### config.mk
export PLATFORM = sky130hd
export DESIGN_NAME = rcc_cell
export DESIGN_NICKNAME = d
export VERILOG_FILES = /design/src/rtl/assert_macros.svh /design/src/rtl/rcc_pkg.sv /design/src/rtl/rcc_cell.sv
export SDC_FILE = /design/constraint.sdc
export NUM_CORES = 1
export LEC_CHECK = 0
export ABC_CLOCK_PERIOD_IN_PS = 6550
export BUFFER_PORTS_ARGS = -buffer_cell sky130_fd_sc_hd__buf_2
export CORE_MARGIN = 4
export CORE_UTILIZATION = 55
export DETAILED_ROUTE_END_ITERATION = 10
export PLACE_DENSITY_LB_ADDON = 0.3
export SYNTH_ARGS = -nofsm -noshare
export SYNTH_HDL_FRONTEND = slang
export SYNTH_SLANG_ARGS = --single-unit
### constraint.sdc
create_clock -name clk -period 6.55 [get_ports clk]
set_input_delay 0.655 -clock clk [delete_from_list [all_inputs] [get_ports clk]]
set_output_delay 0.655 -clock clk [all_outputs]
set_load 0.01 [all_outputs]
### src/rtl/assert_macros.svh
// Assertion helpers shared by rcc_ctrl and the top level. Each expects clk and rst_n in scope.
`ifndef ASSERT_MACROS_SVH
`define ASSERT_MACROS_SVH

// An expression that must hold at every clock edge out of reset.
`define RCC_ASSERT_ALWAYS(lbl, expr, msg) \
  lbl: assert property (@(posedge clk) disable iff (!rst_n) (expr)) else $error(msg);

// A condition that forces another one at the following clock edge.
`define RCC_ASSERT_NEXT(lbl, ante, cons, msg) \
  lbl: assert property (@(posedge clk) disable iff (!rst_n) (ante) |=> (cons)) else $error(msg);

`endif

### src/rtl/rcc_pkg.sv
// ---------------------------------------------------------------------------
// rcc_pkg
// Types and constants of the 3x3 RGB convolution block.
// ---------------------------------------------------------------------------
`timescale 1ns / 1ps
`default_nettype none

package rcc_pkg;

  localparam int CFG_W    = 48;
  localparam int CFG_IDX_W = 3;
  localparam int DIM_W    = 12;
  localparam int COEF_W   = 16;
  localparam int PIX_W    = 24;
  localparam int PROD_W   = 24;
  localparam int ROW_SUM_W = 26;
  localparam int SUM_W    = 28;
  localparam int KSIZE    = 3;
  localparam int NCH      = 3;

  localparam logic [CFG_IDX_W-1:0] REG_FRAME_WIDTH  = 3'd0;
  localparam logic [CFG_IDX_W-1:0] REG_FRAME_HEIGHT = 3'd1;
  localparam logic [CFG_IDX_W-1:0] REG_KERNEL_TOP   = 3'd2;
  localparam logic [CFG_IDX_W-1:0] REG_KERNEL_MID   = 3'd3;
  localparam logic [CFG_IDX_W-1:0] REG_KERNEL_BOT   = 3'd4;

  localparam logic [CFG_W-1:0] KERNEL_TOP_RST = 48'd0;
  localparam logic [CFG_W-1:0] KERNEL_MID_RST = 48'd65536;
  localparam logic [CFG_W-1:0] KERNEL_BOT_RST = 48'd0;

  typedef logic [PIX_W-1:0]          pixel_t;
  typedef logic signed [COEF_W-1:0]  coef_t;
  typedef logic signed [PROD_W-1:0]  prod_t;
  typedef logic signed [ROW_SUM_W-1:0] row_sum_t;
  typedef logic signed [SUM_W-1:0]   sum_t;

  // What the frame counters decide for one accepted transfer.
  typedef struct packed {
    logic act;        // transfer moves the window and line stores
    logic drain;      // pixel data is replaced by zero
    logic emit;       // a result leaves for this transfer
    logic top_ok;     // row above lies inside the frame
    logic bot_ok;     // row below lies inside the frame
    logic left_ok;    // column to the left lies inside the frame
    logic right_ok;   // column to the right lies inside the frame
    logic frame_end;  // last result of the frame
  } step_ctl_t;

  function automatic logic [7:0] clamp_byte(input sum_t s);
    logic [7:0] r;
    if (s < 0) begin
      r = 8'd0;
    end else if (s > sum_t'(255)) begin
      r = 8'd255;
    end else begin
      r = s[7:0];
    end
    return r;
  endfunction

endpackage

`default_nettype wire

### src/rtl/rcc_cell.sv
// ---------------------------------------------------------------------------
// rcc_cell
// One window cell: holds a pixel, passes it on, and weights its three channels.
// ---------------------------------------------------------------------------
`timescale 1ns / 1ps
`default_nettype none

module rcc_cell (
  input  wire logic           clk,
  input  wire logic           shift_en,
  input  wire rcc_pkg::pixel_t pix_in,
  output rcc_pkg::pixel_t     pix_out,
  input  wire logic           prod_en,
  input  wire rcc_pkg::coef_t coef,
  input  wire logic           in_frame,
  output rcc_pkg::prod_t      prod [rcc_pkg::NCH]
);
  import rcc_pkg::*;

  pixel_t pix_r;
  prod_t  prod_r [NCH];

  assign pix_out = pix_r;
  assign prod    = prod_r;

  always_ff @(posedge clk) begin
    if (shift_en) begin
      pix_r <= pix_in;
    end
  end

  // Channel 0 is the top byte, which the top level fills with blue; a cell outside the frame adds zero.
  for (genvar ch = 0; ch < NCH; ch++) begin : g_ch
    always_ff @(posedge clk) begin
      if (prod_en) begin
        if (in_frame) begin
          prod_r[ch] <= prod_t'(coef) * prod_t'($signed({1'b0, pix_r[PIX_W-1-8*ch -: 8]}));
        end else begin
          prod_r[ch] <= '0;
        end
      end
    end
  end

endmodule

`default_nettype wire

Yosys cells after proc, flatten, opt, wreduce, memory -nomap -nowiden. Index checks and enable logic that the tools add are counted.

Register bits after elaboration: 96. Input bits: 44. Output and inout port bits: 96. Word-level logic and storage cells: 7.

$mul: 3.

Operator list (number): $mul 16x9->24 (3).

Depth between registers and ports, before layout. Gate-level depths: netlist of the first run.

Depth in word-level cells: 1. Mapped depth: 19. Gate-level depth less buffers: 18.

Worst setup path after synthesis of the first run. Ideal clock, no wire load.

Path type: input port to flip-flop. From: input port coef[11]. To: register prod_r, in the netlist prod[47], data pin. Setup time: 0.260 ns. Data arrival time: 4.752 ns. Data required time: 6.290 ns. Setup slack: 1.538 ns. Stages: 16. Buffers on the path: 1. Cells stage by stage: clkbuf_1 nand2_1 fa_1 inv_1 fa_1 fa_1 inv_1 fa_1 inv_1 ha_1 a21o_1 a221oi_1 a21bo_2 a21oi_1 o21ai_0 mux2_2.

Word-level cells in the longest chain between the ends: 1.

RTL lines: from (decl) (line rcc_cell.sv:14) `input wire rcc_pkg::coef_t coef,`; $mul 16x9->24 (line rcc_cell.sv:37) `prod_r[ch] <= prod_t'(coef) * prod_t'($signed({1'b0, pix_r[PIX_W-1-8*ch -: 8]}));`; to (signal, indexed assignment) (line rcc_cell.sv:37); to (decl) (line rcc_cell.sv:21) `prod_t prod_r [NCH];`.

Every way passes these cells. A chain may end at the register's enable or synchronous reset.

Worst setup path after layout of the first run.
From: register pix_r[8], in the netlist pix_out[8]. To: register prod_r, in the netlist prod[44], data pin.

Word-level cells in the longest chain between the ends: 1.

RTL lines: from (decl) (line rcc_cell.sv:20) `pixel_t pix_r;`; from (signal assigned) (line rcc_cell.sv:28) `pix_r <= pix_in;`; $mul 16x9->24 (line rcc_cell.sv:37).

Every way passes these cells.

==> impl_results.md, run 1 <==
- Type of origin of the critical path: register
- P_sw: 3.88 mW
- Fmax: 184 MHz
- HP Class: input pin to register
- Min Hold Slack: roughly 450 ps
- Multi-input logic area: 11900 um^2
- Sw Ratio: between 40 and 50%
- Final Critical Period: 5420 ps
- Combinational Power Share: between 70% and 80%
- Nets: 2364
- Async SR Flop Fraction: 0%
- Final Util: 60.2%
- Internal Power: 4.02 mW
- Synth Area in Simple Gates: about 15%
- 1st-iter DRT viols: ~570
- Post-CTS resize count: 0
- Crit-path max FO: 17
- Most frequent cells in the layout: inv_1 (449), fa_1 (300), nand2_1 (254)
- Fillers: 2588
- Outcome: completed
- Register area share after synthesis: 17.3%
- Worst IR Drop VDD: between 0.3 and 0.4 mV
- Final antenna-violating net count: 0
- Period Utilization, post-route: 82.8%
- Hold_sp: pix_in[10]
- Mapped cell area: ~17000 um^2
- Synth Register Bits: 96
- PortBufs: 139
- Vias: 11900
- Cell row count: 63
- Power per cell area: 440 nW/um^2
- Mapped Cells: 1796
- GP Congestion: 0.858
- Clock transition at path regs: 90 ps
- DRC viols: 0
- Endpoints failing setup: 0
- Total GRT Usage: between 20% and 30%
- Seq pwr share: between 10 and 15%
- Die Area: 33200 um^2
- Max Cap Viol: 0
- R2r endpoint: prod[44]
- Worst Path Class, Setup: register to register
- Static leakage: 9.34 nW
- RSZ-0062 raised after global routing: no
- Largest net degree at the start of global routing: 73
- Final Skew: 17.5 ps
- FF/Latch Area: 2880 um^2
- CTS Buf Count: 9
- Hold Path Depth: 1
- Post-Syn Area per Cell: 9.29 um^2
- Setup TNS: 0 ps
- H-tree depth: 3
- Routed wire length: 36.0 mm
- Ys flop type: edfxtp_1
- Clock share of power: 7.1%
- Max_slew headroom: 38.7%
- Vias in the first global route: about 13000
- TritonCTS clock tree: built
- FF-to-FF Start: pix_out[8]
- Flop-to-flop setup slack: 1130 ps
- Global-route wire length before repair: ~62 mm
- Crit path DAT: about 5600 ps
- Die height: 182 um
- Root buffer cell: clkbuf_16
- Non-Filler Instances: 2274
- Routed vias/inst: 5.25
- Max-slew violation count: 0
- Count of cell types in the netlist: 55
- Fraction of layout cells with a size suffix above 1: 9.13%
- Clock sinks: 96
- Post-Synth XOR/XNOR Area: slightly above 3%
- Clock Latency Late Sink: between 300 and 400 ps
- Number of flops mapped to enable cells by yosys: between 90 and 100
- Setup bufs post-CTS: 0
- Antenna violations before repair: 1
- Compound-Gate Fraction of Synth Area: 5.63%
- CTS max path bufs: 2
- IO Pins: 140
- Setup crit end kind: register
- Slew @ Worst Pin: 920 ps
- Ys Warns: 0
- Adder-cell share of the synthesized area: between 40% and 50%
- Placed Cells: roughly 2300
- WL/cell: 15.8 um
- Hold buffer count at CTS: 0
- Most common cell after layout, fill and taps aside: inv_1
- Initial core utilization: roughly 56%
- Main combinational cell family by area after synthesis: adder cells
- Diodes inserted: 0
- DRT Pass-1 Iters: 5
- Final HPWL DP: 28.1 mm
- CORE AREA: 29800 um^2
- Area grow syn2layout: 7.42%
- Final Hold Fails: 0
- Post-synthesis mux area share: 0.307%
- Total gr overflow: 0
- Synthesized Nets: 2281
- Cell count of the worst reg-to-reg path: 16
- Die width: 182 um
- Hold Path End: pix_out[10]
- CP required: 6680 ps
-- critical path: stages (launching register included) --
cell	delay, ps
edfxtp_1	910
nand2_1	180
fa_1	560
inv_1	50
fa_1	480
fa_1	540
inv_1	50
fa_1	500
inv_1	50
ha_1	360
a21oi_1	370
a21oi_1	130
o41ai_1	370
o31ai_1	170
a21oi_1	200
xor2_1	200
nor2_1	60
-- synthesized netlist by cell type (2+ instances only) --
cell	instances	share of area, %
a211o_1	2	0.10
nor2b_1	2	0.075
a31oi_1	7	0.26
nand4_1	5	0.19
clkbuf_1	68	1.5
o21ai_2	2	0.10
o21ai_0	23	0.69
a211oi_2	2	0.15
nand2b_1	10	0.37
and3_1	5	0.19
inv_1	449	10
o31ai_1	3	0.13
fa_1	300	36
a221o_1	2	0.12
nor2_1	55	1.2
o21a_1	5	0.22
nor3b_1	4	0.18
ha_1	141	11
nor3_1	6	0.18
o221ai_1	2	0.10
and2_1	182	6.8
edfxtp_1	96	17
a211oi_1	3	0.13
o21bai_1	6	0.27
nand3_1	9	0.27
mux2i_1	4	0.24
nand2_1	254	5.7
a21o_2	3	0.16
o211ai_1	5	0.22
xor2_1	24	1.3
and4_1	2	0.10
xnor2_1	35	1.8
a21oi_1	42	1.3
a21o_1	16	0.72
a311oi_1	2	0.10
-- final cells by class --
type	count	share of cell area, %
inverters	450	9.42
clock inverters	7	0.398
well taps	390	2.72
clock buffers	9	1.26
multi-input cells	1181	66.1
repair buffers	141	3.98
flip-flops and latches	96	16.1
-- kinds of logic after synthesis --
group                    count (synthesis)
AO/OA/AOI/OAI                          139
XOR/XNOR                                59
adder cells (fa/ha/maj)                441
buffers and inverters                  519
flip-flops                              96
multiplexers                             5
AND/OR/NAND/NOR                        537
-- metal layers --
metal / vias to the layer above / wire, um / part of all wire (%) / GRT usage, %
met3: 40 / 1850 / 5.1 / 3.47
li1: 5544 / - / - / -
met1: 6058 / 15300 / 42 / 29.8
met4: 2 / 576 / 1.6 / 5.28
met5: - / 7 / 0.019 / 0
met2: 292 / 18300 / 51 / 41.2
-- metrics by stage --
stage               setup WS [ps]  power [mW]  area [um^2]
floorplan                    1540        6.01        16700
global placement             1100        7.18        17600
detailed placement           1030        7.35        17600
CTS                          1160        7.96        17900
global route                  881        8.93        17900
finish                       1130        7.89        17900
-- power by group through the flow --
stage	Combinational (mW)	Sequential [mW]	Clock, mW
after global placement	6.01	1.17	0
after global routing	7.15	1.18	0.599
after floorplan	4.79	1.22	0
after CTS	6.23	1.16	0.574
final	6.18	1.15	0.561
after detailed placement	6.19	1.17	0
-- worst max-delay path by stage --
stage	cells after the start	startpoint	to
after floorplan	16	coef[11]	prod[47]
after CTS	16	pix_out[8]	prod[44]
final	16	pix_out[8]	prod[44]
after detailed placement	17	coef[14]	prod[44]
after global routing	16	pix_out[8]	prod[44]
after global placement	17	coef[14]	prod[44]
-- sequential cells by signal, indices dropped and copies added (netlist names) --
| register | count |
|---|---|
| prod | 72 |
| pix_out | 24 |
(Power assumes the default switching activity.)
==> run 2: changes to the inputs <==
Settings changed: ABC_CLOCK_PERIOD_IN_PS 6550 to 5600.
Clock period 6.55 ns to 5.6 ns, I/O delays scaled along.
==> impl_results.md, run 2 (synthesis results as in run 1) <==
- Diodes inserted: 0 (unchanged)
- PortBufs: 139 (unchanged)
- Routed vias/inst: 5.25 (about the same)
- Max-slew violation count: 0 (unchanged)
- Setup bufs post-CTS: 0 (unchanged)
- Root buffer cell: clkbuf_16
- Met2 WL: 17.9 mm (-2.6%)
- Setup crit end kind: register
- Outcome: completed
- Hold Path Depth: 1 (unchanged)
- Most frequent cells in the layout: inv_1 (449), fa_1 (300), nand2_1 (254)
- RSZ-0062 raised after global routing: no
- CTS Buf Count: 9 (unchanged)
- Crit path DAT: 5270 ps (-280 ps)
- Final Worst Setup Slack: 449 ps (-679 ps)
- Worst Path Class, Setup: register to register
- Area grow syn2layout: 8.05%
- Antenna violations before repair: 2 (+1)
- Routed wire length: 35.2 mm (-2.2%)
- WL/cell: 15.4 um (-2.7%)
- Vias in the first global route: 13100 (+2.0%)
- Post-CTS resize count: 0 (unchanged)
- Most common cell after layout, fill and taps aside: inv_1
- Global-route wire length before repair: 61.7 mm (-0.73%)
- R2r endpoint: prod[68]
- Total gr overflow: 0 (unchanged)
- FF-to-FF Start: pix_out[16]
- Nets: 2377 (+0.55%)
- Cell row count: 63 (unchanged)
- Clock Latency Late Sink: 380 ps (about the same)
- HP Class: input pin to register
- Flop-to-flop setup slack: 450 ps (-680 ps)
- Static leakage: 9.41 nW (+0.75%)
- Fraction of layout cells with a size suffix above 1: 9.80% (+0.68 points)
- IO Pins: 140 (unchanged)
- Hold Path End: pix_out[12]
- Final HPWL DP: 28.3 mm (+0.55%)
- Final Critical Period: 5150 ps (-271 ps)
- Largest net degree at the start of global routing: 73 (unchanged)
- Endpoints failing setup: 0 (unchanged)
- Clock sinks: 96 (unchanged)
- CORE AREA: 29800 um^2 (unchanged)
- Met3 wire len: 1.83 mm (-1.4%)
- CP required: 5720 ps (-960 ps)
- Initial core utilization: 56.0% (unchanged)
- GP Congestion: 0.879 (+2.4%)
- Pre-CTS setup slack: 274 ps (-758 ps)
- Final Skew: 12.2 ps (-5.26 ps)
- 1st-iter DRT viols: 520 (-9.2%)
- DRT Pass-1 Iters: 5 (unchanged)
- Final Hold Fails: 0 (unchanged)
- Max Cap Viol: 0 (unchanged)
- Total GRT Usage: 22.7% (-0.31 points)
- Die width: 182 um (unchanged)
- Vias: 12000 (+0.60%)
- Worst IR Drop VDD: 0.395 mV (+23%)
- Hold_sp: pix_in[12]
- Setup TNS: 0 ps (unchanged)
- Hold buffer count at CTS: 0 (unchanged)
- Period Utilization, post-route: 92.0% (+9.2 points)
- Die Area: 33200 um^2 (unchanged)
- Power per cell area: 509 nW/um^2 (+16%)
- Metal1 wirelength: 14.9 mm (-2.2%)
- Die height: 182 um (unchanged)
- Cell count of the worst reg-to-reg path: 16 (unchanged)
- Type of origin of the critical path: register
- H-tree depth: 3 (unchanged)
- Slew @ Worst Pin: 926 ps (+5.77 ps)
- DRC viols: 0 (unchanged)
- Crit-path max FO: 17 (unchanged)
- Max_slew headroom: 38.3% (-0.38 points)
- Highest routed layer: met5
- CTS max path bufs: 2 (unchanged)
- Clock transition at path regs: 80 ps (about the same)
- Max reg flops: 72 (unchanged)
- Final antenna-violating net count: 0 (unchanged)
- Fmax: 194 MHz (+5.3%)
- TritonCTS clock tree: built
[run 2: changes by cell type in the layout (fill, tap and decap cells not counted), sizes merged]
cell      change
inv           +2
buf          +13
clkinvlp      -1
clkinv        -1
[run 2: worst max path at each step]
stage	end	startpoint	cells after the start
floorplan	prod[47]	coef[11]	16
global placement	prod[44]	coef[14]	17
detailed placement	prod[47]	coef[15]	16
CTS	prod[44]	pix_out[10]	16
global route	prod[71]	pix_out[16]	16
finish	prod[68]	pix_out[16]	16
[run 2: stage by stage]
step                total power [mW]  hold WS, ps  instances  cell area [um^2]  utilization [%]
floorplan                       7.03          659       1796             16700                -
global placement                8.38          736       2271             17700             59.5
detailed placement              8.57          738       2271             17700             59.5
CTS                             9.28          336       2287             18000             60.5
global route                    10.4          337       2287             18000             60.5
finish                          9.18          352       2287             18000             60.5
[run 2: final cells by class]
cell class | instances | area [um^2]
timing repair buffer | 154 | 811
clock inverter | 7 | 77.6
fill | 2540 | 11800
clock buffer | 9 | 225
multi-input combinational | 1181 | 11900
sequential | 96 | 2880
tap | 390 | 488
inverter | 450 | 1690
[run 2: critical path: stages, from the launching register on]
cell	delay (ps)
edfxtp_1	780
nand2_1	170
fa_1	560
inv_1	50
fa_1	510
inv_1	60
fa_1	490
fa_1	490
inv_1	40
ha_1	330
o211ai_1	230
o21ai_2	110
o2111ai_2	230
a21boi_2	110
a221o_2	380
a31oi_1	230
mux2i_1	100
[run 2: power by group]
group | internal [mW] | leakage [nW] | switching, mW
Clock | 0.351 | 0.147 | 0.312
Combinational | 3.12 | 8.28 | 4.05
Sequential | 1.22 | 0.979 | 0.121
[run 2: per-layer routing]
layer	vias up	global-route usage (%)
met4	2	5.49
met1	6082	29.8
met5	-	0
met3	54	3.23
li1	5562	-
met2	308	40.2
==> run 3: changes to the inputs <==
Settings changed: RECOVER_POWER from default to 25.
==> impl_results.md, run 3 (synthesis results as in run 1) <==
- TritonCTS clock tree: built
- Worst Path Class, Setup: register to register
- CORE AREA: 29800 um^2 (unchanged)
- Crit-path max FO: 17 (unchanged)
- Max-slew violation count: 98 (+98)
- Combinational Power Share: 78.1% (about the same)
- Clock Latency Late Sink: 380 ps (about the same)
- Post-CTS resize count: 0 (unchanged)
- Total gr overflow: 0 (unchanged)
- Vias in the first global route: 13100 (unchanged)
- Setup bufs post-CTS: 0 (unchanged)
- Nets: 2377 (unchanged)
- Final antenna-violating net count: 0 (unchanged)
- DRT Pass-1 Iters: 6 (+1)
- P_sw: 4.48 mW (about the same)
- Cell row count: 63 (unchanged)
- PortBufs: 139 (unchanged)
- WL/cell: 15.4 um (about the same)
- Internal Power: 4.70 mW (about the same)
- Fmax: 194 MHz (about the same)
- Max Cap Viol: 2 (+2)
- Crit path DAT: 5270 ps (about the same)
- IO Pins: 140 (unchanged)
- Worst IR Drop VDD: 0.395 mV (about the same)
- Setup crit end kind: register
- RSZ-0062 raised after global routing: no
- Die Area: 33200 um^2 (unchanged)
- Period Utilization, post-route: 92.0% (about the same)
- Most frequent cells in the layout: inv_1 (449), fa_1 (300), nand2_1 (254)
- Outcome: finished, violations left
- Clock share of power: 7.2% (about the same)
- Final Critical Period: 5150 ps (+3.48 ps)
- Static leakage: 9.40 nW (-0.13%)
- Fraction of layout cells with a size suffix above 1: 9.59% (-0.21 points)
- Endpoints failing setup: 0 (unchanged)
- Die height: 182 um (unchanged)
- Area grow syn2layout: 8.00% (about the same)
- HP Class: input pin to register
- Post-Layout Inst Area: 18000 um^2 (about the same)
- Slew @ Worst Pin: 3890 ps (+2970 ps)
- Hold buffer count at CTS: 0 (unchanged)
- Most common cell after layout, fill and taps aside: inv_1
- Antenna violations before repair: 2 (unchanged)
- Sw Ratio: 48.8% (about the same)
- Final Skew: 12.2 ps (+0.0129 ps)
- Clock sinks: 96 (unchanged)
- Type of origin of the critical path: register
- Die width: 182 um (unchanged)
- Max_slew headroom: -160% (-200 points)
- Seq pwr share: 14.6% (about the same)
- Root buffer cell: clkbuf_16
- Fillers: 2542 (+0.079%)
- Global-route wire length before repair: 61.7 mm (unchanged)
- Final HPWL DP: 28.3 mm (unchanged)
- CP required: 5720 ps (about the same)
- CTS Buf Count: 9 (unchanged)
- Post-place instance area: 17700 um^2 (unchanged)
- Failing checks: capacitance limit, slew limit
- Initial core utilization: 56.0% (unchanged)
- Design Power: 9.18 mW (about the same)
- 1st-iter DRT viols: 519 (-0.19%)
- Power per cell area: 509 nW/um^2 (about the same)
- Setup TNS: 0 ps (unchanged)
- Total GRT Usage: 22.7% (unchanged)
- Vias: 12000 (-0.12%)
- CTS max path bufs: 2 (unchanged)
- Diodes inserted: 0 (unchanged)
- H-tree depth: 3 (unchanged)
- Clock transition at path regs: 80 ps (about the same)
- Final Hold Fails: 0 (unchanged)
- Max reg flops: 72 (unchanged)
- GP Congestion: 0.879 (unchanged)
- DRC viols: 0 (unchanged)
- Routed wire length: 35.3 mm (about the same)
- Routed vias/inst: 5.24 (-0.12%)
- Largest net degree at the start of global routing: 73 (unchanged)
-- run 3: cell types whose count changed in the layout (fill, tap and decap cells not counted), sizes merged --
cell / delta
clkbuf: +4
buf: -4
-- run 3: path summary, 6_finish.rpt --
check / cells after the start / startpoint / endpoint / slack, ps
min reg2reg: 1 / pix_out[16] / prod[48] / 1140
max: 16 / pix_out[16] / prod[68] / 450
max reg2reg: 16 / pix_out[16] / prod[68] / 450
min: 1 / pix_in[12] / pix_out[12] / 350
-- run 3: routing by layer --
layer  GRT usage, %  wire, um  up-vias
li1               -         -     5560
met2           40.2     17800      298
met1           29.8     15000     6079
met3           3.23      1830       54
met5              0        12        -
met4           5.49       639        2
-- run 3: power by group through the flow --
stage | Clock (mW) | Sequential [mW] | Combinational, mW
after floorplan | 0 | 1.43 | 5.60
after global placement | 0 | 1.36 | 7.02
after detailed placement | 0 | 1.36 | 7.21
after CTS | 0.685 | 1.35 | 7.25
after global routing | 0.715 | 1.37 | 8.31
final | 0.664 | 1.34 | 7.17
-- run 3: area by class of cell --
type                       count  area (um^2)  area share (%)
clock buffer                   9          225            1.25
timing repair buffer         154          803            4.46
sequential                    96         2880            16.0
multi-input combinational   1181        11900            65.8
inverter                     450         1690            9.37
tap                          390          488            2.71
clock inverter                 7         77.6           0.430
-- run 3: worst max-delay path, cell delays in order, from the launching register on --
cell and delay (ps):
edfxtp_1 790, nand2_1 170, fa_1 560, inv_1 50, fa_1 510, inv_1 60, fa_1 490, fa_1 490
inv_1 40, ha_1 330, o211ai_1 230, o21ai_2 110, o2111ai_2 230, a21boi_2 110, a221o_2 380, a31oi_1 230
mux2i_1 100
-- run 3: stage by stage --
| stage | instances | hold slack, ps | utilization (%) | setup WS (ps) |
|---|---|---|---|---|
| 2_1_floorplan | 1796 | 659 | - | 683 |
| 3_3_place_gp | 2271 | 736 | 59.5 | 369 |
| 3_5_place_dp | 2271 | 738 | 59.5 | 274 |
| 4_1_cts | 2287 | 336 | 60.5 | 441 |
| 5_1_grt | 2287 | 337 | 60.5 | 102 |
| 6_report | 2287 | 352 | 60.5 | 446 |
