[src/rtl/assert_macros.svh]
// Assertion helpers shared by rcc_ctrl and the top level. Each expects clk and rst_n in scope.
`ifndef ASSERT_MACROS_SVH
`define ASSERT_MACROS_SVH

// An expression that must hold at every clock edge out of reset.
`define RCC_ASSERT_ALWAYS(lbl, expr, msg) \
  lbl: assert property (@(posedge clk) disable iff (!rst_n) (expr)) else $error(msg);

// A condition that forces another one at the following clock edge.
`define RCC_ASSERT_NEXT(lbl, ante, cons, msg) \
  lbl: assert property (@(posedge clk) disable iff (!rst_n) (ante) |=> (cons)) else $error(msg);

`endif

[src/rtl/rcc_pkg.sv]
// ---------------------------------------------------------------------------
// rcc_pkg
// Types and constants of the 3x3 RGB convolution block.
// ---------------------------------------------------------------------------
`timescale 1ns / 1ps
`default_nettype none

package rcc_pkg;

  localparam int CFG_W    = 48;
  localparam int CFG_IDX_W = 3;
  localparam int DIM_W    = 12;
  localparam int COEF_W   = 16;
  localparam int PIX_W    = 24;
  localparam int PROD_W   = 24;
  localparam int ROW_SUM_W = 26;
  localparam int SUM_W    = 28;
  localparam int KSIZE    = 3;
  localparam int NCH      = 3;

  localparam logic [CFG_IDX_W-1:0] REG_FRAME_WIDTH  = 3'd0;
  localparam logic [CFG_IDX_W-1:0] REG_FRAME_HEIGHT = 3'd1;
  localparam logic [CFG_IDX_W-1:0] REG_KERNEL_TOP   = 3'd2;
  localparam logic [CFG_IDX_W-1:0] REG_KERNEL_MID   = 3'd3;
  localparam logic [CFG_IDX_W-1:0] REG_KERNEL_BOT   = 3'd4;

  localparam logic [CFG_W-1:0] KERNEL_TOP_RST = 48'd0;
  localparam logic [CFG_W-1:0] KERNEL_MID_RST = 48'd65536;
  localparam logic [CFG_W-1:0] KERNEL_BOT_RST = 48'd0;

  typedef logic [PIX_W-1:0]          pixel_t;
  typedef logic signed [COEF_W-1:0]  coef_t;
  typedef logic signed [PROD_W-1:0]  prod_t;
  typedef logic signed [ROW_SUM_W-1:0] row_sum_t;
  typedef logic signed [SUM_W-1:0]   sum_t;

  // What the frame counters decide for one accepted transfer.
  typedef struct packed {
    logic act;        // transfer moves the window and line stores
    logic drain;      // pixel data is replaced by zero
    logic emit;       // a result leaves for this transfer
    logic top_ok;     // row above lies inside the frame
    logic bot_ok;     // row below lies inside the frame
    logic left_ok;    // column to the left lies inside the frame
    logic right_ok;   // column to the right lies inside the frame
    logic frame_end;  // last result of the frame
  } step_ctl_t;

  function automatic logic [7:0] clamp_byte(input sum_t s);
    logic [7:0] r;
    if (s < 0) begin
      r = 8'd0;
    end else if (s > sum_t'(255)) begin
      r = 8'd255;
    end else begin
      r = s[7:0];
    end
    return r;
  endfunction

endpackage

`default_nettype wire

[src/rtl/rcc_ctrl.sv]
// ---------------------------------------------------------------------------
// rcc_ctrl
// Input and output raster counters, border flags and frame end detection.
// ---------------------------------------------------------------------------
`timescale 1ns / 1ps
`default_nettype none
`include "assert_macros.svh"

module rcc_ctrl #(
  parameter int MAX_WIDTH  = 2048,
  parameter int MAX_HEIGHT = 2048
) (
  input  wire logic                         clk,
  input  wire logic                         rst_n,
  input  wire logic                         fire,
  input  wire logic                         func,
  input  wire logic                         restart,
  input  wire logic [rcc_pkg::DIM_W-1:0]    frame_width,
  input  wire logic [rcc_pkg::DIM_W-1:0]    frame_height,
  output rcc_pkg::step_ctl_t                ctl,
  output logic [$clog2(MAX_WIDTH)-1:0]      col
);
  import rcc_pkg::*;

  localparam int COL_W = $clog2(MAX_WIDTH);
  localparam int ROW_W = $clog2(MAX_HEIGHT + 2);

  logic [COL_W-1:0] in_col_r, in_col_nxt, out_col_r, out_col_nxt;
  logic [ROW_W-1:0] in_row_r, in_row_nxt, out_row_r, out_row_nxt;
  logic             all_in_r, all_in_nxt;
  int unsigned      ew, eh;
  logic             col_last, row_last, ocol_last, orow_last;

  always_comb begin
    if (frame_width == '0) begin
      ew = 1;
    end else if (32'(frame_width) > MAX_WIDTH) begin
      ew = MAX_WIDTH;
    end else begin
      ew = 32'(frame_width);
    end
    if (frame_height == '0) begin
      eh = 1;
    end else if (32'(frame_height) > MAX_HEIGHT) begin
      eh = MAX_HEIGHT;
    end else begin
      eh = 32'(frame_height);
    end
  end

  assign col_last  = (32'(in_col_r) + 1 >= ew);
  assign row_last  = (32'(in_row_r) + 1 >= eh);
  assign ocol_last = (32'(out_col_r) + 1 >= ew);
  assign orow_last = (32'(out_row_r) + 1 >= eh);
  assign col       = in_col_r;

  always_comb begin
    ctl.act       = fire && !(func && !all_in_r);
    ctl.drain     = all_in_r;
    // The result lags by one row plus one pixel.
    ctl.emit      = (in_row_r >= ROW_W'(2)) || (in_row_r == ROW_W'(1) && in_col_r != '0);
    ctl.top_ok    = (out_row_r != '0);
    ctl.bot_ok    = !orow_last;
    ctl.left_ok   = (out_col_r != '0);
    ctl.right_ok  = !ocol_last;
    ctl.frame_end = orow_last && ocol_last;

    in_col_nxt  = in_col_r;
    in_row_nxt  = in_row_r;
    out_col_nxt = out_col_r;
    out_row_nxt = out_row_r;
    all_in_nxt  = all_in_r;
    if (restart) begin
      in_col_nxt  = '0;
      in_row_nxt  = '0;
      out_col_nxt = '0;
      out_row_nxt = '0;
      all_in_nxt  = 1'b0;
    end else if (ctl.act) begin
      if (!all_in_r && row_last && col_last) begin
        all_in_nxt = 1'b1;
      end
      if (col_last) begin
        in_col_nxt = '0;
        in_row_nxt = in_row_r + ROW_W'(1);
      end else begin
        in_col_nxt = in_col_r + COL_W'(1);
      end
      if (ctl.emit) begin
        if (ctl.frame_end) begin
          in_col_nxt  = '0;
          in_row_nxt  = '0;
          out_col_nxt = '0;
          out_row_nxt = '0;
          all_in_nxt  = 1'b0;
        end else if (ocol_last) begin
          out_col_nxt = '0;
          out_row_nxt = out_row_r + ROW_W'(1);
        end else begin
          out_col_nxt = out_col_r + COL_W'(1);
        end
      end
    end
  end

  always_ff @(posedge clk) begin
    if (!rst_n) begin
      in_col_r  <= '0;
      in_row_r  <= '0;
      out_col_r <= '0;
      out_row_r <= '0;
      all_in_r  <= 1'b0;
    end else begin
      in_col_r  <= in_col_nxt;
      in_row_r  <= in_row_nxt;
      out_col_r <= out_col_nxt;
      out_row_r <= out_row_nxt;
      all_in_r  <= all_in_nxt;
    end
  end

  `RCC_ASSERT_NEXT(a_frame_end_clears, ctl.act && ctl.emit && ctl.frame_end && !restart, in_col_r == '0 && in_row_r == '0 && !all_in_r, "frame end did not clear counters")
  `RCC_ASSERT_ALWAYS(a_emit_before_all_out, !(ctl.act && ctl.emit) || !all_in_r || in_row_r != '0, "drain before first result")

endmodule

`default_nettype wire

[config.mk]
export PLATFORM = sky130hd
export DESIGN_NAME = rcc_ctrl
export DESIGN_NICKNAME = d
export VERILOG_FILES = /design/src/rtl/rcc_pkg.sv /design/src/rtl/rcc_ctrl.sv
export VERILOG_INCLUDE_DIRS = /design/src /design/src/rtl
export SDC_FILE = /design/constraint.sdc
export NUM_CORES = 1
export LEC_CHECK = 0
export BUFFER_PORTS_ARGS = -buffer_cell sky130_fd_sc_hd__buf_2
export CORE_ASPECT_RATIO = 1.5
export CORE_UTILIZATION = 54
export CTS_CLUSTER_DIAMETER = 50
export DETAILED_ROUTE_END_ITERATION = 8
export GPL_TIMING_DRIVEN = 0
export PLACE_DENSITY = 0.87
export SLEW_MARGIN = 20
export SYNTH_ARGS = -nofsm -noshare
export SYNTH_HDL_FRONTEND = slang
export SYNTH_SLANG_ARGS = --single-unit
[constraint.sdc]
create_clock -name clk -period 3.9 [get_ports clk]
set_clock_uncertainty 0.2 [all_clocks]
set_input_delay 0.78 -clock clk [delete_from_list [all_inputs] [get_ports clk]]
set_output_delay 0.78 -clock clk [all_outputs]
set_load 0.01 [all_outputs]
Word level (Yosys, flattened, before mapping)
Index checks and enable logic that the tools add are counted.
{ "classes": {"n_addsub": 8, "n_reduce_logical": 20, "order_cmp": 7, "n_eq_ne": 1, "muxes": 17, "bitwise": 1} }
{ "op_table": {"columns": ["operator", "count"], "rows": [
  ["$mux 12", 9],
  ["$ge 12x32->1", 2],
  ["$ge 13x32->1", 2],
  ["$mux 11", 5],
  ["$add 12x1->13 const B", 2],
  ["$add 11x1->12 const B", 2],
  ["$add 12x1->12 const B", 2],
  ["$gt 12x12->1 const B", 2],
  ["$logic_not 12->1", 2],
  ["$add 11x1->11 const B", 2],
  ["$reduce_bool 11->1", 2],
  ["$eq 12x1->1 const B", 1],
  ["$ge 12x2->1 const B", 1],
  ["$reduce_bool 12->1", 1],
  ["$logic_and 1x1->1", 6],
  ["$logic_not 1->1", 4],
  ["$mux 1", 3],
  ["$reduce_and 3->1", 1],
  ["$reduce_and 2->1", 1],
  ["$reduce_bool 2->1", 1],
  ["$reduce_or 2->1", 1],
  ["$logic_or 1x1->1", 1],
  ["$not 1->1", 1]
]} }
{ "totals": {"wordCells": 59, "regBits": 47, "output_inout_bits": 19, "inputBits": 29} }

Longest topological paths before layout
Gate-level depths: netlist (run 1).
{ "depth": {"ltp_word": 9, "depth_mapped": 16, "depth_no_buf": 15} }

Worst setup path after synthesis (run 1)
No wires, ideal clock.
{ "synth_path": {"kind": "register -> output", "from": "register out_row_r[0]", "to": "output port ctl[0] (netlist bit)", "t_arrival_ns": 2.944, "t_required_ns": 2.920, "path_buffers": 1, "slack_ns": -0.024, "path_stages_with_launch": 14, "cell_sequence": "dfxtp_1 > ha_1 > nand3_2 > nor2_1 > and3_1 > and3_1 > xor2_1 > ha_1 > nand4_1 > or2_2 > o211ai_2 > inv_2 > buf_2 > nor2_1"} }
{ "synth_rtl": {"columns": ["item", "line", "text"], "rows": [
  ["start: declaration", "rcc_ctrl.sv:29", "logic [ROW_W-1:0] in_row_r, in_row_nxt, out_row_r, out_row_nxt;"],
  ["start signal: assignment", "rcc_ctrl.sv:117", "out_row_r <= out_row_nxt;"],
  ["end: declaration", "rcc_ctrl.sv:20", "output rcc_pkg::step_ctl_t ctl,"]
]} }

==> metrics.yaml, run 1 <==
outcome:
  outcome: "complete, but fails checks"
  violations: "setup timing"
global_routing:
  grt_pass1_wl_um: 17500
  gr-total-overflow: 0
  grt_max_degree: 15
  track_usage: 0.291
  antenna_found_initial: 0
  first_global_vias: 3953
worst_hold_path:
  hp-class: "register to register"
synthesis:
  yosysMostFrequentCell: "nand2_1"
  yosys-top-cells-count: "nand2_1 (60), ha_1 (57), dfxtp_1 (47)"
  synthesis.nets: 584
  ys_seq_elements: 47
  synth_area_per_cell_um2: 7.86
  ys_seq_area_frac: 0.240
  syn_area_um2: 3920
  yosys_warnings: 0
  synthFlopType: "dfxtp_1"
  synth_area_leaders: "dfxtp_1 (24%), ha_1 (18%), xor2_1 (6.0%)"
  synthCells: 498
  yosysTopAreaCell: "dfxtp_1"
  synth.distinct_cells: 49
  synthArstFlopShare: 0
  synth_edf_count: 0
  synth_top_area_share: 0.240
clocking:
  worstSkewPairLatency_ps: 320
  cts_made_buffers: 5
  cts_hold_buffers: 0
  clkSinkCount: 47
  cts.path.max_buffers: 2
  clk_pin_slew_worst_paths_ps: 100
  htree_levels: 2
  cts_tree: "yes"
  cts_root_buf: "clkbuf_8"
critical_path:
  cp_data_arrival_time_ps: 3010
  cp.required_ps: 2920
  end_kind: "output pin"
  cp_max_fo: 4
  critical_path_class: "register to output pin"
  cp-start-kind: "register"
sta:
  max_freq_mhz: 251
  relSlewSlack: 0.578
  layout_worst_path_cycle_share: 1.02
  min_period_ps: 3990
  tightest_slew_ps: 631
  finalSetupViolations: 2
  worst_slack_ps: -90.1
  slew_viol_final: 0
  hold_viol_final: 0
  rsz0062_at_grt: "true"
route:
  drt_iter0_drc: 301
  wire_per_inst_um: 16.6
  routed_wl_um: 10900
  antenna_left: 0
  via_per_inst: 6.16
  drtPass1Iterations: 5
  vias: 4062
  drc: 0
layout:
  diodes: 0
  n_fill_cell: 509
  final_util: 0.700
  stdcell_count: 659
  drive_above_1_share: 0.248
  area_growth_pct: 24.2
  fin_nets: 666
floorplan:
  die_y_um: 106
  num_rows: 37
  ioPinCount: 48
  fp.dieW_um: 71.5
  fp.coreArea_um2: 6940
  start_util: 0.564
  dieArea_um2: 7600
power_and_ir_drop:
  powerDensity_nw_per_um2: 210
  vdd_drop_max_mv: 0.205
  leakagePower_uw: 0.00222
placement:
  place.gp.congestion: 0.845
  io_buffers: 47
  dp_hpwl_um: 7630
  pre_cts_ws_ps: -623
  post-place-cells: 623
job:
  drv_cap: 0
==> path summary, 6_finish.rpt <==
check / start / end / depth (start not counted) / slack (ps)
max reg2reg: out_col_r[1]$_SDFFE_PP0P_ / in_row_r[10]$_SDFFE_PP0P_ / 14 / 220
max: out_col_r[1]$_SDFFE_PP0P_ / ctl[0] / 12 / -90
min: all_in_r$_SDFFE_PP0P_ / all_in_r$_SDFFE_PP0P_ / 2 / 280
min reg2reg: all_in_r$_SDFFE_PP0P_ / all_in_r$_SDFFE_PP0P_ / 2 / 280
==> power breakdown <==
part / internal [uW] / switching [uW] / total [uW]
Clock: 256 / 180 / 437
Sequential: 474 / 0.998 / 475
Combinational: 42.8 / 64.1 / 107
==> logic make-up (layout without fill, tap and decap cells) <==
group / after synthesis / count (layout) / synth area share
AO/OA/AOI/OAI: 108 / 108 / 0.177
flip-flops: 47 / 47 / 0.240
XOR/XNOR: 44 / 44 / 0.0984
AND/OR/NAND/NOR: 206 / 206 / 0.260
multiplexers: 1 / 1 / 0.00256
adder cells (fa/ha/maj): 57 / 57 / 0.182
buffers and inverters: 35 / 118 / 0.0393
==> cell usage in the layout, fill, tap and decap left out, types with 7 or more instances in the layout <==
cell,synthesis,final
a21o_1,11,11
a21oi_1,37,37
a32o_1,7,7
and3_1,18,7
and3_4,0,11
buf_2,6,51
buf_4,2,33
dfxtp_1,47,38
dfxtp_4,0,8
ha_1,57,54
inv_1,20,20
nand2_1,60,60
nand2b_1,7,7
nand3_1,28,25
nand3b_1,7,7
nand4_1,8,8
nor2_1,44,41
nor4_1,12,11
o21ai_0,25,23
xnor2_1,17,16
xor2_1,27,25
==> flip-flops by register name (all words and copies together), names as in the netlist <==
signal / cells
all_in_r: 1
out_row_r: 12
out_col_r: 11
in_row_r: 12
col: 11
==> layout make-up <==
| class | instances | area, um^2 | share of cell area |
|---|---|---|---|
| Multi-Input combinational cell | 416 | 3040 | 0.625 |
| Sequential cell | 47 | 972 | 0.200 |
| Timing Repair Buffer | 78 | 474 | 0.0975 |
| Tap cell | 78 | 97.6 | 0.0201 |
| Inverter | 21 | 78.8 | 0.0162 |
| Clock buffer | 6 | 72.6 | 0.0149 |
| Buffer | 11 | 66.3 | 0.0136 |
| Clock inverter | 2 | 60.1 | 0.0123 |
==> what timing repair did <==
item,CTS,global route
pin swaps,15,13
setup endpoints to repair,27,8
gates resized for setup,54,9
setup buffers,26,5
==> critical path, stage by stage (launching register included) <==
cell     delay (ps)
dfxtp_4         380
ha_4            130
and3_4          170
and3_4          210
nand3_4         110
nor2_4          160
xor2_2          100
ha_1            330
nand4_1         120
or4_4           540
and3_4          200
nor2_4          120
buf_6           110
==> per-stage QoR <==
| stage | total power, uW | area (um^2) | TNS [ps] | hold slack [ps] |
|---|---|---|---|---|
| after floorplan | 552 | 3920 | 0 | 239 |
| after global placement | 584 | 4260 | -2120 | 256 |
| after detailed placement | 590 | 4260 | -4850 | 260 |
| after CTS | 1010 | 4790 | -10.0 | 281 |
| after global routing | 1040 | 4860 | -307 | 338 |
| final | 1020 | 4860 | -120 | 280 |
==> metal layers <==
metal  vias to the layer above  GRT usage  share of wire
met5                         -          0              0
met4                         0      0.141          0.030
met3                        30     0.0436          0.038
met2                       146      0.566           0.54
met1                      1929      0.294           0.39
li1                       1957          -              -
No activity file was read; power rests on OpenSTA's default activity.
==> run 2, diff against run 1 <==
- MAX_ROUTING_LAYER: default -> met4
- SKIP_CTS_REPAIR_TIMING: default -> 1
==> run 2 against run 1 <==
- the run still ends with setup timing left
- sequential cell count is the same
- highest routed layer unchanged
- first-iteration DRC count grew 16%
- register-to-register slack is essentially flat
- sequential share of layout area grew 0.16 points
- via count shrank 0.76%
- routed wire length shrank 2.3%
- total power is essentially flat
- clock power is essentially flat
- critical endpoint unchanged
- critical path depth shrank 1
- largest power group unchanged
==> metrics.yaml, run 2 (same netlist as run 1, synthesis figures left out) <==
critical_path:
  r2r-start: "out_col_r[0]$_SDFFE_PP0P_"
  critical_path_class: "register to output pin"
  timing.rr.end: "in_row_r[10]$_SDFFE_PP0P_"
  ff2ff_path_depth: 13
  crit_start: "out_col_r[0]$_SDFFE_PP0P_"
  rrSetupSlack_ps: 220
  critPathSlowestCell: "or4_4"
  cp_data_arrival_time_ps: 3010
  cp.required_ps: 2920
  crit_path_cell_trace: "and3_4, and3_4, and3_4, and3_4, xor2_1, ha_1, nand4_1, or4_4, and3_4, nor2_4, buf_6"
  crit_cells: 11
  critPathBufInv: 1
  cp_top_family: "simple AND/OR/NAND/NOR gates"
  critPathCapture: "ctl[0]"
  max_stage_delay_ps: 540
  path_common_cell: "and3_4"
  end_kind: "output pin"
  cp_max_fo: 4
  cp-start-kind: "register"
power_and_ir_drop:
  vdd_drop_max_mv: 0.165
  intPower_uw: 774
  p_seq_frac: 0.467
  clockPowerShare: 0.428
  switching_share: 0.241
  leakagePower_uw: 0.00219
  p_comb_frac: 0.105
  powerDensity_nw_per_um2: 211
  p_switching_uw: 245
global_routing:
  first_global_vias: 3629
  grt_max_degree: 15
  gr-total-overflow: 0
  track_usage: 0.268
  antenna_found_initial: 0
  grt_pass1_wl_um: 15900
outcome:
  violations: "setup timing"
  outcome: "complete, but fails checks"
clocking:
  htree_levels: 2
  cts_tree: "yes"
  cts_made_buffers: 5
  cts.path.max_buffers: 2
  cts_root_buf: "clkbuf_8"
  clkSinkCount: 47
  worstSkewPairLatency_ps: 320
  clk_pin_slew_worst_paths_ps: 100
layout:
  reg_top3: "in_row_r x12, out_row_r x12"
  drive_above_1_share: 0.240
  layout_common_cells: "nand2_1 (60), ha_1 (54), buf_2 (50)"
  diodes: 0
  area_growth_pct: 23.2
  layout_commonest_cell: "nand2_1"
  fin_nets: 659
sta:
  slew_viol_final: 0
  max_freq_mhz: 251
  relSlewSlack: 0.548
  rsz0062_at_grt: "true"
  tightest_slew_ps: 673
  min_period_ps: 3990
  hold_viol_final: 0
  fin_hold_ws_ps: 274
  setup-tns-final_ps: -92.0
  layout_worst_path_cycle_share: 1.02
  worst_slack_ps: -92.0
  finalSetupViolations: 1
route:
  wire_per_inst_um: 16.4
  routed_wl_um: 10700
  drc: 0
  drt_iter0_drc: 348
  drtPass1Iterations: 5
  antenna_left: 0
  vias: 4031
  via_per_inst: 6.18
floorplan:
  die_y_um: 106
  start_util: 0.564
  num_rows: 37
  fp.dieW_um: 71.5
  dieArea_um2: 7600
  fp.coreArea_um2: 6940
  ioPinCount: 48
job:
  drv_cap: 0
placement:
  io_buffers: 47
  place.gp.congestion: 0.857
  dp_hpwl_um: 7600
worst_hold_path:
  hp-class: "register to register"
[run 2: per-layer routing]
layer | vias up | track usage | routed length (um)
li1 | 1949 | - | -
met4 | 0 | 0.153 | 504
met5 | - | - | 0
met1 | 1869 | 0.273 | 4160
met2 | 165 | 0.485 | 5590
met3 | 48 | 0.0379 | 436
[run 2: power groups by stage]
stage	sequential, uW	clock [uW]	combinational [uW]
4_1_cts	481	439	97.2
2_1_floorplan	492	0	59.5
6_report	475	436	107
3_3_place_gp	492	0	92.1
3_5_place_dp	492	0	96.5
5_1_grt	476	457	119
[run 2: final cells by class]
| class | count | area [um^2] |
|---|---|---|
| inverters | 21 | 78.8 |
| fillers | 510 | 2120 |
| clock inverters | 2 | 60.1 |
| multi-input cells | 416 | 3050 |
| repair buffers | 71 | 428 |
| well taps | 78 | 97.6 |
| clock buffers | 6 | 72.6 |
| flip-flops and latches | 47 | 972 |
| plain buffers | 11 | 66.3 |
[run 2: metrics by stage]
| step | utilization | setup WS [ps] | instances | cell area, um^2 | power, uW |
|---|---|---|---|---|---|
| 2_1_floorplan | - | 13.5 | 498 | 3920 | 552 |
| 3_3_place_gp | 0.613 | -514 | 623 | 4260 | 584 |
| 3_5_place_dp | 0.613 | -607 | 623 | 4260 | 589 |
| 4_1_cts | 0.632 | -954 | 631 | 4390 | 1020 |
| 5_1_grt | 0.695 | -170 | 652 | 4820 | 1050 |
| 6_report | 0.695 | -92.0 | 652 | 4820 | 1020 |
[run 2: how the worst min path moves through the flow]
stage | from | end | slack (ps) | depth (start not counted)
2_1_floorplan | all_in_r$_SDFFE_PP0P_ | all_in_r$_SDFFE_PP0P_ | 240 | 2
5_1_grt | all_in_r$_SDFFE_PP0P_ | all_in_r$_SDFFE_PP0P_ | 300 | 2
3_5_place_dp | all_in_r$_SDFFE_PP0P_ | all_in_r$_SDFFE_PP0P_ | 260 | 2
4_1_cts | all_in_r$_SDFFE_PP0P_ | all_in_r$_SDFFE_PP0P_ | 280 | 2
3_3_place_gp | all_in_r$_SDFFE_PP0P_ | all_in_r$_SDFFE_PP0P_ | 250 | 2
6_report | all_in_r$_SDFFE_PP0P_ | all_in_r$_SDFFE_PP0P_ | 270 | 2
[run 2: worst min-delay path: cells and delay by family (launching register included)]
family,cells,cell delay (ps)
AOI/OAI and AO/OA,1,50
buffers and inverters,1,50
DFF,1,330
==> run 3, diff against run 2 <==
- GPL_TIMING_DRIVEN: 0 -> 1
==> run 3 against run 2 <==
- the run still ends with setup timing left
- first-iteration DRC count fell by 37%
- combinational power barely moved
- routed wire length rose by 0.74%
- sequential power barely moved
- clock power barely moved
- utilization fell by 1.8 points
- final area fell by 2.6%
- sequential share of layout area rose by 0.18 points
- via count fell by 0.30%
- maximum frequency rose by 0.23%
- die area did not move
- global-route usage rose by 2.1 points
- critical endpoint unchanged
==> metrics.yaml, run 3 (same netlist as run 1, synthesis figures left out) <==
clocking:
  cts_tree: "yes"
  clk_pin_slew_worst_paths_ps: 90
  worstSkewPairLatency_ps: 320
  clkSinkCount: 47
  cts_made_buffers: 5
  cts_root_buf: "clkbuf_8"
  cts.path.max_buffers: 2
  htree_levels: 2
placement:
  post-place-cells: 630
  place.gp.congestion: 0.911
  io_buffers: 47
  dp_hpwl_um: 7930
layout:
  diodes: 0
  drive_above_1_share: 0.215
  area_growth_pct: 20.1
  final_util: 0.677
  stdcell_count: 645
  multi_input_area_um2: 2980
  fin_nets: 652
  n_fill_cell: 543
  reg_top3: "in_row_r x12, out_row_r x12"
  seq_area_um2: 956
  layout_commonest_cell: "nand2_1"
  layout_common_cells: "nand2_1 (60), ha_1 (54), buf_2 (46)"
sta:
  min_period_ps: 3980
  tightest_slew_ps: 994
  layout_worst_path_cycle_share: 1.02
  hold_viol_final: 0
  rsz0062_at_grt: "true"
  finalSetupViolations: 2
  slew_viol_final: 0
  worst_slack_ps: -82.8
  max_freq_mhz: 251
  relSlewSlack: 0.338
worst_hold_path:
  hp-start: "all_in_r$_SDFFE_PP0P_"
  hold_end: "all_in_r$_SDFFE_PP0P_"
  min_path_cells: 2
  hp-class: "register to register"
critical_path:
  cp-start-kind: "register"
  end_kind: "output pin"
  path_common_cell: "and3_4"
  cp_max_fo: 4
  timing.rr.end: "col[1]$_SDFFE_PP0P_"
  crit_path_cell_trace: "and3_4, and3_4, and3_4, and3_4, xor2_2, ha_1, nand4_1, or4_4, and3_4, nor2_4, buf_6"
  max_stage_delay_ps: 550
  r2r-start: "col[2]$_SDFFE_PP0P_"
  cp.required_ps: 2920
  cp_data_arrival_time_ps: 3000
  critical_path_class: "register to output pin"
  ff2ff_path_depth: 12
  critPathSlowestCell: "or4_4"
  rrSetupSlack_ps: 250
global_routing:
  first_global_vias: 3932
  track_usage: 0.290
  grt_max_degree: 22
  gr-total-overflow: 0
  grt_pass1_wl_um: 17000
  antenna_found_initial: 0
floorplan:
  ioPinCount: 48
  fp.dieW_um: 71.5
  dieArea_um2: 7600
  num_rows: 37
  die_y_um: 106
  start_util: 0.564
  fp.coreArea_um2: 6940
route:
  via_per_inst: 6.23
  vias: 4019
  drtPass1Iterations: 6
  wire_per_inst_um: 16.7
  drc: 0
  routed_wl_um: 10800
  antenna_left: 0
  drt_iter0_drc: 219
outcome:
  violations: "setup timing"
  outcome: "complete, but fails checks"
power_and_ir_drop:
  fin_total_pwr_uw: 1020
  leakagePower_uw: 0.00216
  p_comb_frac: 0.104
  p_seq_frac: 0.469
  powerDensity_nw_per_um2: 217
  switching_share: 0.239
  vdd_drop_max_mv: 0.159
  p_switching_uw: 243
  clockPowerShare: 0.427
  intPower_uw: 776
job:
  drv_cap: 0
==> run 3: cell types whose count changed in the layout (fill, tap and decap cells not counted), moves of 3 or more <==
cell      before  now
clkbuf_1       4    1
buf_2         50   46
and3_4        11    7
dfxtp_1       38   41
dfxtp_4        8    3
and3_1         7   11
==> run 3: how the worst max path moves through the flow <==
| stage | slack (ps) | end | start |
|---|---|---|---|
| 2_1_floorplan | 10 | ctl[0] | out_row_r[0]$_SDFFE_PP0P_ |
| 3_3_place_gp | 160 | ctl[0] | frame_width[7] |
| 3_5_place_dp | 30 | col[1]$_SDFFE_PP0P_ | frame_width[7] |
| 4_1_cts | -310 | ctl[0] | out_col_r[0]$_SDFFE_PP0P_ |
| 5_1_grt | -170 | ctl[0] | out_col_r[1]$_SDFFE_PP0P_ |
| 6_report | -80 | ctl[0] | out_col_r[1]$_SDFFE_PP0P_ |
==> run 3: per-layer routing <==
| metal | GRT usage | part of all wire |
|---|---|---|
| met1 | 0.290 | 0.38 |
| met2 | 0.526 | 0.54 |
| met3 | 0.0379 | 0.035 |
| met4 | 0.175 | 0.047 |
| met5 | - | 0 |
==> run 3: power by group through the flow <==
stage	Clock, uW	Sequential [uW]	Combinational, uW
3_3_place_gp	0	491	94.0
3_5_place_dp	0	492	99.3
4_1_cts	437	480	100
2_1_floorplan	0	492	59.5
5_1_grt	459	478	117
6_report	435	478	106
==> run 3: cell type report <==
type | instances | area share
Tap cell | 78 | 0.0208
Timing Repair Buffer | 75 | 0.0961
Sequential cell | 47 | 0.203
Clock inverter | 2 | 0.0128
Multi-Input combinational cell | 416 | 0.635
Inverter | 21 | 0.0168
Clock buffer | 6 | 0.0154
==> run 3: stage by stage <==
step | setup WS [ps] | setup TNS [ps] | hold WS, ps | cell area [um^2]
after floorplan | 13.5 | 0 | 239 | 3920
after global placement | 162 | 0 | 251 | 4340
after detailed placement | 26.1 | 0 | 269 | 4340
after CTS | -308 | -593 | 282 | 4470
after global routing | -168 | -371 | 317 | 4700
final | -82.8 | -157 | 286 | 4700
==> run 3: worst max-delay path: cells and delay by family, from the launching register on <==
family	cells	cell delay, ps
XOR/XNOR	1	70
adder cells (fa/ha/maj)	1	310
buffers and inverters	1	110
flip-flops	1	380
AND/OR/NAND/NOR	8	1810
